File: src/sv/b2u_pkg.sv
package b2u_pkg;

    localparam int COUNT_BITS = 16;

    typedef logic [COUNT_BITS-1:0] t_count;

    localparam t_count COUNT_MAX = '1;

    localparam logic [2:0] MODE_UTF8    = 3'd0;
    localparam logic [2:0] MODE_WIN1252 = 3'd3;
    localparam logic [2:0] MODE_ROMAN   = 3'd4;

    localparam logic [1:0] REG_ENCODING = 2'd0;
    localparam logic [1:0] REG_CAPACITY = 2'd1;

    localparam logic [15:0] CAPACITY_RESET = 16'hFFFF;
    localparam logic [15:0] REPL_CHAR      = 16'hFFFD;

    typedef enum logic [1:0] {
        PH_IDLE,
        PH_COLLECT,
        PH_SKIP
    } t_phase;

    typedef enum logic [1:0] {
        EV_NONE,
        EV_CHAR,
        EV_DONE
    } t_ev;

    typedef struct packed {
        logic [15:0] code;
        logic        is_char;
        logic        fits;
        logic [15:0] total;
        logic        last;
    } t_result;

    typedef struct packed {
        t_ev         kind;
        logic [15:0] code;
        t_phase      phase;
        logic [1:0]  trails;
        logic [15:0] partial;
    } t_lead;

    typedef struct packed {
        t_result r;
        t_count  c;
    } t_res_cnt;

    localparam logic [15:0] WIN1252_HI [32] = '{
        16'h20AC, 16'hFFFD, 16'h201A, 16'h0192, 16'h201E, 16'h2026, 16'h2020, 16'h2021,
        16'h02C6, 16'h2030, 16'h0160, 16'h2039, 16'h0152, 16'hFFFD, 16'h017D, 16'hFFFD,
        16'hFFFD, 16'h2018, 16'h2019, 16'h201C, 16'h201D, 16'h2022, 16'h2013, 16'h2014,
        16'h02DC, 16'h2122, 16'h0161, 16'h203A, 16'h0153, 16'hFFFD, 16'h017E, 16'h0178
    };

    localparam logic [15:0] ROMAN_HI [128] = '{
        16'h00C4, 16'h00C5, 16'h00C7, 16'h00C9, 16'h00D1, 16'h00D6, 16'h00DC, 16'h00E1,
        16'h00E0, 16'h00E2, 16'h00E4, 16'h00E3, 16'h00E5, 16'h00E7, 16'h00E9, 16'h00E8,
        16'h00EA, 16'h00EB, 16'h00ED, 16'h00EC, 16'h00EE, 16'h00EF, 16'h00F1, 16'h00F3,
        16'h00F2, 16'h00F4, 16'h00F6, 16'h00F5, 16'h00FA, 16'h00F9, 16'h00FB, 16'h00FC,
        16'h2020, 16'h00B0, 16'h00A2, 16'h00A3, 16'h00A7, 16'h2022, 16'h00B6, 16'h00DF,
        16'h00AE, 16'h00A9, 16'h2122, 16'h00B4, 16'h00A8, 16'h2260, 16'h00C6, 16'h00D8,
        16'h221E, 16'h00B1, 16'h2264, 16'h2265, 16'h00A5, 16'h00B5, 16'h2202, 16'h2211,
        16'h220F, 16'h03C0, 16'h222B, 16'h00AA, 16'h00BA, 16'h03A9, 16'h00E6, 16'h00F8,
        16'h00BF, 16'h00A1, 16'h00AC, 16'h221A, 16'h0192, 16'h2248, 16'h2206, 16'h00AB,
        16'h00BB, 16'h2026, 16'h00A0, 16'h00C0, 16'h00C3, 16'h00D5, 16'h0152, 16'h0153,
        16'h2013, 16'h2014, 16'h201C, 16'h201D, 16'h2018, 16'h2019, 16'h00F7, 16'h25CA,
        16'h00FF, 16'h0178, 16'h2044, 16'h20AC, 16'h2039, 16'h203A, 16'hFB01, 16'hFB02,
        16'h2021, 16'h00B7, 16'h201A, 16'h201E, 16'h2030, 16'h00C2, 16'h00CA, 16'h00C1,
        16'h00CB, 16'h00C8, 16'h00CD, 16'h00CE, 16'h00CF, 16'h00CC, 16'h00D3, 16'h00D4,
        16'hF8FF, 16'h00D2, 16'h00DA, 16'h00DB, 16'h00D9, 16'h0131, 16'h02C6, 16'h02DC,
        16'h00AF, 16'h02D8, 16'h02D9, 16'h02DA, 16'h00B8, 16'h02DD, 16'h02DB, 16'h02C7
    };

    function automatic logic [15:0] total16(input t_count c);
        logic [31:0] w;
        w = 32'(c);
        return (w > 32'h0000FFFF) ? 16'hFFFF : w[15:0];
    endfunction

    function automatic logic [15:0] map_byte(input logic [2:0] mode, input logic [7:0] b);
        logic [15:0] r;
        r = {8'h00, b};
        if (mode == MODE_WIN1252 && b[7:5] == 3'b100) begin
            r = WIN1252_HI[b[4:0]];
        end else if (mode == MODE_ROMAN && b[7]) begin
            r = ROMAN_HI[b[6:0]];
        end
        return r;
    endfunction

    // utf-8 byte seen with no sequence in progress
    function automatic t_lead utf8_lead(input logic [7:0] b, input logic [1:0] trails,
                                        input logic [15:0] partial);
        t_lead l;
        l.kind    = EV_NONE;
        l.code    = '0;
        l.phase   = PH_IDLE;
        l.trails  = trails;
        l.partial = partial;
        if (b == 8'h00) begin
            l.kind    = EV_DONE;
            l.trails  = '0;
            l.partial = '0;
        end else if (!b[7]) begin
            l.kind = EV_CHAR;
            l.code = {8'h00, b};
        end else if (b[7:5] == 3'b110) begin
            l.phase   = PH_COLLECT;
            l.trails  = 2'd1;
            l.partial = {11'd0, b[4:0]};
        end else if (b[7:4] == 4'b1110) begin
            l.phase   = PH_COLLECT;
            l.trails  = 2'd2;
            l.partial = {12'd0, b[3:0]};
        end else begin
            l.kind    = EV_CHAR;
            l.code    = REPL_CHAR;
            l.phase   = PH_SKIP;
            l.trails  = '0;
            l.partial = '0;
        end
        return l;
    endfunction

    // one event against the running character count
    function automatic t_res_cnt count_event(input t_ev kind, input logic [15:0] code,
                                             input t_count c, input logic [15:0] cap);
        t_res_cnt o;
        logic     sat;
        sat = (c == COUNT_MAX);
        o.r.last = 1'b0;
        if (kind == EV_DONE) begin
            o.r.code    = '0;
            o.r.is_char = 1'b0;
            o.r.fits    = 1'b0;
            o.r.total   = total16(c);
            o.c         = '0;
        end else begin
            o.r.code    = code;
            o.r.is_char = 1'b1;
            o.r.fits    = !sat && (32'(c) < 32'(cap));
            o.c         = sat ? c : c + t_count'(1);
            o.r.total   = total16(o.c);
        end
        return o;
    endfunction

endpackage

File: src/sv/byte_text_to_ucs2_transcoder.sv
// byte text to ucs-2 transcoder
// input channel (i_valid/o_ready) takes one text byte per transaction; byte 0
// ends the string. output channel (o_valid/i_ready) gives result transactions:
// a character (o_is_char 1) or the end-of-string done report (o_is_char 0,
// o_char_total holds the total). o_last marks the final result of a byte.
// a byte yields zero, one or two results; two when a utf-8 sequence is cut
// short and the cutting byte itself produces a character or the done report.
// the byte is held in the input register, decoded in a single pass (lead/trail
// decode, code table lookup, count compare) and its results enter a two-entry
// output queue, whose head drives the outputs.
// throughput: one byte per cycle while the receiver takes every result and each
// byte gives at most one result; a byte with two results leaves them in the
// output queue, which hands them out one after the other.
// when the receiver stalls the queue fills, decode holds the byte in the input
// register and o_ready drops; nothing is lost.
// configuration: i_cfg_we writes encoding mode (index 0) or destination
// capacity (index 1); write only while the block is idle.
// reset (synchronous, active low) empties both stages, returns the utf-8
// decoder to idle, clears the character count, selects utf-8 and sets the
// capacity to 65535.
module byte_text_to_ucs2_transcoder (
    input  logic        i_clk,
    input  logic        i_rst_n,
    input  logic        i_cfg_we,
    input  logic [1:0]  i_cfg_idx,
    input  logic [15:0] i_cfg_data,
    input  logic        i_valid,
    output logic        o_ready,
    input  logic [7:0]  i_in_byte,
    output logic        o_valid,
    input  logic        i_ready,
    output logic [15:0] o_char_code,
    output logic        o_is_char,
    output logic        o_fits,
    output logic [15:0] o_char_total,
    output logic        o_last
);
    import b2u_pkg::*;

    logic [2:0]  r_mode;
    logic [15:0] r_capacity;

    logic        r_in_valid;
    logic [7:0]  r_in_byte;

    t_phase      r_phase, n_phase;
    logic [1:0]  r_trails, n_trails;
    logic [15:0] r_partial, n_partial;
    t_count      r_count, n_count;

    t_result     r_q [2];
    t_result     n_q [2];
    logic [1:0]  r_q_cnt, n_q_cnt;

    t_ev         ev0_k, ev1_k;
    logic [15:0] ev0_c, ev1_c;
    t_result     res [2];
    logic [1:0]  nres;
    logic        done_seen;
    logic        pop;
    logic        fire;
    logic [2:0]  room;

    // config registers
    always_ff @(posedge i_clk) begin
        if (!i_rst_n) begin
            r_mode     <= MODE_UTF8;
            r_capacity <= CAPACITY_RESET;
        end else if (i_cfg_we) begin
            if (i_cfg_idx == REG_ENCODING) begin
                r_mode <= i_cfg_data[2:0];
            end else if (i_cfg_idx == REG_CAPACITY) begin
                r_capacity <= i_cfg_data;
            end
        end
    end

    // decode of the registered byte
    always_comb begin
        t_lead      ld;
        logic [7:0] b;
        logic       trail;
        logic [1:0] t;
        logic [15:0] p;
        b         = r_in_byte;
        trail     = (b[7:6] == 2'b10);
        n_phase   = r_phase;
        n_trails  = r_trails;
        n_partial = r_partial;
        ev0_k     = EV_NONE;
        ev0_c     = '0;
        ev1_k     = EV_NONE;
        ev1_c     = '0;
        t         = r_trails - 2'd1;
        p         = {r_partial[9:0], b[5:0]};
        ld        = utf8_lead(b, r_trails, r_partial);
        if (r_mode != MODE_UTF8) begin
            n_phase   = PH_IDLE;
            n_trails  = '0;
            n_partial = '0;
            if (b == 8'h00) begin
                ev0_k = EV_DONE;
            end else begin
                ev0_k = EV_CHAR;
                ev0_c = map_byte(r_mode, b);
            end
        end else if (r_phase == PH_COLLECT) begin
            if (trail) begin
                n_trails = t;
                if (t == 2'd0) begin
                    n_phase   = PH_SKIP;
                    n_partial = '0;
                    ev0_k     = EV_CHAR;
                    ev0_c     = p;
                end else begin
                    n_partial = p;
                end
            end else begin
                ld        = utf8_lead(b, 2'd0, 16'd0);
                ev0_k     = EV_CHAR;
                ev0_c     = REPL_CHAR;
                ev1_k     = ld.kind;
                ev1_c     = ld.code;
                n_phase   = ld.phase;
                n_trails  = ld.trails;
                n_partial = ld.partial;
            end
        end else if (!(r_phase == PH_SKIP && trail)) begin
            ev0_k     = ld.kind;
            ev0_c     = ld.code;
            n_phase   = ld.phase;
            n_trails  = ld.trails;
            n_partial = ld.partial;
        end
    end

    // count, capacity and totals
    always_comb begin
        t_res_cnt a0;
        t_res_cnt a1;
        a0        = count_event(ev0_k, ev0_c, r_count, r_capacity);
        a1        = count_event(ev1_k, ev1_c, a0.c, r_capacity);
        nres      = 2'(ev0_k != EV_NONE) + 2'(ev1_k != EV_NONE);
        done_seen = (ev0_k == EV_DONE) || (ev1_k == EV_DONE);
        res[0]      = a0.r;
        res[1]      = a1.r;
        res[0].last = (nres == 2'd1);
        res[1].last = 1'b1;
        n_count     = r_count;
        if (ev1_k != EV_NONE) begin
            n_count = a1.c;
        end else if (ev0_k != EV_NONE) begin
            n_count = a0.c;
        end
    end

    // handshake and output queue
    assign o_valid = (r_q_cnt != 2'd0);
    assign pop     = o_valid && i_ready;
    assign room    = 3'd2 - 3'(r_q_cnt) + 3'(pop);
    assign fire    = r_in_valid && (3'(nres) <= room);
    assign o_ready = !r_in_valid || fire;

    always_comb begin
        t_result    rem [2];
        logic [1:0] remcnt;
        logic [1:0] push;
        logic [1:0] idx;
        if (pop) begin
            rem[0] = r_q[1];
            rem[1] = r_q[1];
            remcnt = r_q_cnt - 2'd1;
        end else begin
            rem[0] = r_q[0];
            rem[1] = r_q[1];
            remcnt = r_q_cnt;
        end
        push = fire ? nres : 2'd0;
        idx  = '0;
        for (int k = 0; k < 2; k++) begin
            idx = 2'(k) - remcnt;
            if (2'(k) < remcnt) begin
                n_q[k] = rem[k];
            end else if (idx < push) begin
                n_q[k] = res[idx[0]];
            end else begin
                n_q[k] = r_q[k];
            end
        end
        n_q_cnt = remcnt + push;
    end

    always_ff @(posedge i_clk) begin
        if (!i_rst_n) begin
            r_in_valid <= 1'b0;
            r_phase    <= PH_IDLE;
            r_trails   <= '0;
            r_partial  <= '0;
            r_count    <= '0;
            r_q_cnt    <= '0;
        end else begin
            if (o_ready) begin
                r_in_valid <= i_valid;
            end
            if (fire) begin
                r_phase   <= n_phase;
                r_trails  <= n_trails;
                r_partial <= n_partial;
                r_count   <= n_count;
            end
            r_q_cnt <= n_q_cnt;
        end
    end

    always_ff @(posedge i_clk) begin
        if (i_valid && o_ready) begin
            r_in_byte <= i_in_byte;
        end
        r_q[0] <= n_q[0];
        r_q[1] <= n_q[1];
    end

    assign o_char_code  = r_q[0].code;
    assign o_is_char    = r_q[0].is_char;
    assign o_fits       = r_q[0].fits;
    assign o_char_total = r_q[0].total;
    assign o_last       = r_q[0].last;

    a_queue_depth: assert property (@(posedge i_clk) disable iff (!i_rst_n)
        r_q_cnt <= 2'd2)
        else $error("output queue overfilled");

    a_done_clears: assert property (@(posedge i_clk) disable iff (!i_rst_n)
        fire && done_seen |=> r_count == '0)
        else $error("count not cleared after terminator");

    a_done_last: assert property (@(posedge i_clk) disable iff (!i_rst_n)
        o_valid && !o_is_char |-> o_last && !o_fits && o_char_code == 16'd0)
        else $error("malformed done result");

    a_collect_trails: assert property (@(posedge i_clk) disable iff (!i_rst_n)
        r_phase == PH_COLLECT |-> r_trails != 2'd0)
        else $error("collecting with no trail bytes pending");

endmodule

File: config.mk
export PLATFORM = sky130hd
export DESIGN_NAME = byte_text_to_ucs2_transcoder
export DESIGN_NICKNAME = d
export VERILOG_FILES = /design/src/sv/b2u_pkg.sv /design/src/sv/byte_text_to_ucs2_transcoder.sv
export SDC_FILE = /design/constraint.sdc
export NUM_CORES = 1
export LEC_CHECK = 0
export BUFFER_PORTS_ARGS = -buffer_cell sky130_fd_sc_hd__buf_4
export CAP_MARGIN = 10
export CORE_AREA = 2 2 139 141
export DETAILED_ROUTE_END_ITERATION = 10
export DIE_AREA = 0 0 141 143
export GPL_TIMING_DRIVEN = 0
export PLACE_DENSITY = 0.81
export SKIP_CTS_REPAIR_TIMING = 1
export SLEW_MARGIN = 30
export SYNTH_ARGS = -nofsm -noshare
export SYNTH_HDL_FRONTEND = slang
export SYNTH_SLANG_ARGS = --single-unit
File: constraint.sdc
create_clock -name i_clk -period 6.7 [get_ports i_clk]
set_input_delay 2.01 -clock i_clk [delete_from_list [all_inputs] [get_ports i_clk]]
set_output_delay 2.01 -clock i_clk [all_outputs]
set_load 0.01 [all_outputs]
**Yosys cells after proc, flatten, opt, wreduce, memory -nomap -nowiden**

Memory sizes are Yosys's and may differ from the RTL's.
Cells that the tools add are included.
Widths: inputs -> output; s select.

- Word-level logic and storage cells: 151
- Flip-flop bits (word level): 60
- Input port bits: 31
- Bits in writable memories: 70
- Memories: 3
- Output and inout bits: 37
- Memory bits (read-only): 2560

- Bitwise operators: 5
- Equality and inequality tests: 16
- Reductions and logical operators: 26
- Multiplexer cells: 71
- Add/sub/neg operators: 10
- Magnitude comparators: 11

Memory list:

| name | depth | width | rd ports | clocked after memory_dff | wr ports | line | source |
|---|---|---|---|---|---|---|---|
| (name not given) | 128 | 16 | 1 | 0 | 0 | b2u_pkg.sv:90 | `r = ROMAN_HI[b[6:0]];` |
| (name not given) | 32 | 16 | 1 | 0 | 0 | b2u_pkg.sv:88 | `r = WIN1252_HI[b[4:0]];` |
| r_q | 2 | 35 | 2 | 0 | 2 | byte_text_to_ucs2_transcoder.sv:51 | `t_result r_q [2];` |

Operator list:

| kind | number |
|---|---|
| $mux 35 | 10 |
| $mux 16 | 21 |
| $mux 18 | 5 |
| $mux 20 | 4 |
| $mux 70 | 1 |
| $mux 34 | 2 |
| $mux 10 | 5 |
| $mux 2 | 20 |
| $mux 17 | 2 |
| $add 16x1->16 const B | 2 |
| $eq 16x16->1 const B | 2 |
| $lt 16x16->1 | 2 |
| $eq 3x3->1 const B | 3 |
| $reduce_and 3->1 | 3 |
| $eq 2x2->1 const B | 4 |
| $ge 8x8->1 const B | 1 |
| $logic_and 1x1->1 | 8 |
| $logic_not 8->1 | 1 |
| $not 7->8 | 1 |
| $reduce_bool 2->1 | 4 |
| $eq 2x1->1 const B | 3 |
| $ge 6x6->1 const B | 1 |
| $not 5->6 | 1 |
| $eq 4x4->1 const B | 1 |
| 22 further kinds | 32 |

**Logic depth before layout (Yosys ltp)**

- Depth after elaboration: 19
- Depth in mapped cells: 21

**Worst setup path before layout**

Ideal clock, no wire load.

- Kind: input port to flip-flop
- Start point: input i_ready
- End point: memory r_q[0][0] (netlist name) (enable)
- Stages on the path: 6
- Arrival time: 5.423 ns
- Data required time: 6.224 ns
- Slack: 0.801 ns
- Path buffers: 2
- Cell sequence: nand2_1 ha_1 ha_1 clkbuf_1 clkbuf_1 o21ai_0

RTL lines:

| what | line | source |
|---|---|---|
| start, declared | byte_text_to_ucs2_transcoder.sv:31 | `input logic i_ready,` |
| end, declared | byte_text_to_ucs2_transcoder.sv:51 |  |

**Final worst setup path**

- Start point: register r_in_byte[1]
- End point: output o_ready

- Cells in the longest elaborated chain, start to end: 10
- Elaborated cells on any way between the ends: 15
- Those cells by class: 1 x add/sub; 1 x order compare; 8 x mux; 5 x reduce/logical

RTL lines:

| what | line | source |
|---|---|---|
| start, declared | byte_text_to_ucs2_transcoder.sv:44 | `logic [7:0] r_in_byte;` |
| start signal, assigned | byte_text_to_ucs2_transcoder.sv:217 | `r_in_byte <= i_in_byte;` |
| $logic_not 8->1 * | b2u_pkg.sv:104, byte_text_to_ucs2_transcoder.sv:101 |  |
| $mux 2 | b2u_pkg.sv:104 | `if (b == 8'h00) begin` |
| $mux 2 (on tied branches) | byte_text_to_ucs2_transcoder.sv:128, byte_text_to_ucs2_transcoder.sv:108 |  |
| $mux 2 | byte_text_to_ucs2_transcoder.sv:107 | `end else if (r_phase == PH_COLLECT) begin` |
| $mux 2 | byte_text_to_ucs2_transcoder.sv:97 | `if (r_mode != MODE_UTF8) begin` |
| $reduce_bool 2->1 | byte_text_to_ucs2_transcoder.sv:143 | `nres = 2'(ev0_k != EV_NONE) + 2'(ev1_k != EV_NONE);` |
| $add 1x1->2 * | byte_text_to_ucs2_transcoder.sv:143 |  |
| $le 2x3->1 * | byte_text_to_ucs2_transcoder.sv:161 | `assign fire = r_in_valid && (3'(nres) <= room);` |
| $logic_and 1x1->1 * | byte_text_to_ucs2_transcoder.sv:161 |  |
| $logic_or 1x1->1 * | byte_text_to_ucs2_transcoder.sv:162 | `assign o_ready = !r_in_valid \|\| fire;` |
| end, declared | byte_text_to_ucs2_transcoder.sv:28 | `output logic o_ready,` |

Every way passes the cells marked *; elsewhere a longest branch is shown, timed or not.

==> qor.csv <==
stage,metric,value,unit
grt,GRT Util Overall,0.420,
sta,Slew Limit Fails,0,
finish,# diodes,0,
yosys,Cells after Synth,1417,
detailed_routing,DR WL/cell,24.1,µm
critical_path,critical path peak fanout,10,
yosys,sequential area share after synthesis,0.309,
floorplan,die height,143,µm
clock_network,CTS tree,built,
critical_path,R2R Setup Slk,1130,ps
placement,dpl hpwl,31200,µm
yosys,Avg Inst Size Synth,7.73,µm²
critical_path,CP endpoint kind,primary output,
clock_network,htree depth,4,
grt,first-pass GRT wire length,64500,µm
sta,fmax,153,MHz
placement,Placed Area,11800,µm²
floorplan,Die Span X,141,µm
sta,Rel. slew slack,0.285,
yosys,Synth area leaders,"edfxtp_1 (21%), dfxtp_1 (9.5%), ha_1 (6.4%)",
min_path,Hold/Removal Path Class,flop to flop,
yosys,distinct cell type count after synthesis,86,
finish,"Design Area, Final",12500,µm²
finish,Area Growth Syn to Fin,14.4,%
finish,most frequent cells in the layout,"nand2_1 (176), nor2_1 (143), a21oi_1 (139)",
floorplan,IO Count,68,
finish,Layout Utilization,0.674,
placement,placed cell count,1719,
sta,Worst Max-Slew Pin Slew,1060,ps
clock_network,clk_lat worst skew,440,ps
yosys,Syn. warnings,0,
placement,port bufs,66,
floorplan,Core Rows,50,
detailed_routing,1st-iter DRT viols,2348,
sta,minimum clock period after layout,6540,ps
power_and_ir_drop,Leak,5.00,nW
power_and_ir_drop,Power per Cell Area,382,nW/µm²
detailed_routing,via count,12245,
grt,vias in the first global route,11273,
grt,grt ovf,0,
yosys,Yosys top cell area share,0.214,
sta,setup ws final,157,ps
power_and_ir_drop,maximum VDD drop,0.000238,V
placement,pre-CTS WS,-812,ps
floorplan,Core Box Area,18600,µm²
critical_path,worst setup path class,flop to primary output,
yosys,Async SR Flop Fraction,0,
finish,register area,3380,µm²
sta,count of final setup violators,0,
finish,"commonest non-fill, non-tap cell in the layout",nand2_1,
yosys,Mapped Nets,1505,
power_and_ir_drop,Total Power,4.79,mW
sta,Fin. Hold Viols,0,
clock_network,Num CTS Buffers,17,
run_status,failing checks,DRC,
sta,hold slack,464,ps
finish,fin nets,1605,
run,number of max-cap violations,0,
sta,fin crit share,0.977,
floorplan,Die Area,20200,µm²
clock_network,CTS sink count,130,
yosys,register bit total from synthesis,130,
placement,RePlAce Congestion,1.11,
grt,largest net degree at the start of global routing,21,
detailed_routing,Vias per Instance,6.94,
finish,fill cell count,1582,
sta,clock skew,17.3,ps
floorplan,initial core utilization,0.589,
clock_network,CTS Buffer Depth,2,
sta,Sum Neg Setup Slack,0,ps
clock_network,Worst-path clk slew,70,ps
detailed_routing,first drt pass iteration count,10,
yosys,Post-Syn Area,11000,µm²
detailed_routing,"antenna viol nets, final",0,
grt,initial antenna violation count,1,
clock_network,CTS Root Buffer Type,clkbuf_16,
run_status,status,finished with violations,
critical_path,Critical Path Start Type,flop,
yosys,post-synth top area cell,edfxtp_1,
detailed_routing,DRC violation count after routing,2,
detailed_routing,drt total wl,42400,µm
critical_path,WP data required,4690,ps
finish,area of the multi-input gates,6730,µm²
finish,layout cells sized above 1,0.133,
yosys,Post-synth top flop,edfxtp_1,
critical_path,critical path arrival,4530,ps
yosys,"EDFF count, synth",78,
finish,"non-filler cells, final",1764,
final cells by class:
cell class                      instances  area share
Inverter                               49      0.0150
Clock buffer                           22      0.0354
Buffer                                143      0.0548
Timing Repair Buffer                   84      0.0535
Tap cell                              234      0.0234
Sequential cell                       130       0.270
Clock inverter                         10      0.0109
Multi-Input combinational cell       1092       0.537
registers in the layout, indices dropped and copies added (netlist names):
register,count
r_q,70
r_capacity,16
r_count,16
r_partial,10
r_in_byte,8
r_mode,3
r_phase,2
r_q_cnt,2
r_trails,2
r_in_valid,1
cell usage after synthesis (all sizes together), types with 5 or more instances:
master and n:
a2111oi 5, clkbuf 89, o21bai 5, nand2 176, or2 8, nand3 53
o22ai 9, nor2 143, buf 57, nor2b 20, mux2i 24, a31oi 27
mux2 8, a21bo 5, a21o 11, nor4 9, o211ai 30, o221ai 15
a311oi 9, a21oi 141, and3 7, xnor2 14, o31ai 9, nor3 29
o21a 10, nand2b 22, a221oi 5, edfxtp 78, and2 16, a21boi 20
a211oi 11, nand4 20, o21ai 95, o311ai 5, ha 56, inv 48
and4 5, dfxtp 52, or4 5
worst paths after layout:
kind / start / end / cells past startpoint
setup / recovery: r_in_byte[1]$_DFFE_PP_ / o_ready / 17
setup reg to reg: r_in_byte[1]$_DFFE_PP_ / r_q[0][37]$_DFFE_PP_ / 20
hold reg to reg: r_partial[6]$_SDFFE_PN0P_ / r_partial[6]$_SDFFE_PN0P_ / 2
hold / removal: r_partial[6]$_SDFFE_PN0P_ / r_partial[6]$_SDFFE_PN0P_ / 2
power breakdown:
part           leakage (nW)  switching [mW]  internal [mW]
clock                 0.274           0.386          0.584
combinational          3.58            1.61          0.913
sequential             1.15          0.0834           1.21
total                  5.00            2.08           2.71
logic make-up (layout without fill, tap and decap cells):
family                     after synthesis  count (layout)  share of synthesized area
muxes                                   36              36                     0.0384
and+or+nand+nor                        526             526                      0.223
buffers and inverters                  195             308                     0.0802
adders and majority gates               57              57                     0.0658
DFF                                    130             130                      0.309
AOI/OAI and AO/OA                      455             455                      0.269
xor gates and xnor gates                18              18                     0.0144
critical path, cell delays in order, from the launching register on:
cell,delay (ps)
edfxtp_1,520
buf_4,310
clkinvlp_4,180
ha_1,280
nor4b_4,160
buf_4,180
and2_2,270
o31ai_1,370
o2111ai_2,260
nand3_1,220
ha_1,250
inv_1,130
ha_1,250
a21oi_1,210
o21ai_2,160
inv_1,110
nand2_1,70
buf_4,160
routing by layer:
| layer | global-route usage | vias to the layer above | share of wire |
|---|---|---|---|
| met5 | 0 | - | 0 |
| met4 | 0.181 | 0 | 0.045 |
| met3 | 0.128 | 195 | 0.16 |
| met2 | 0.608 | 1104 | 0.41 |
| met1 | 0.581 | 5583 | 0.39 |
| li1 | - | 5363 | - |
(Power assumes the default switching activity.)
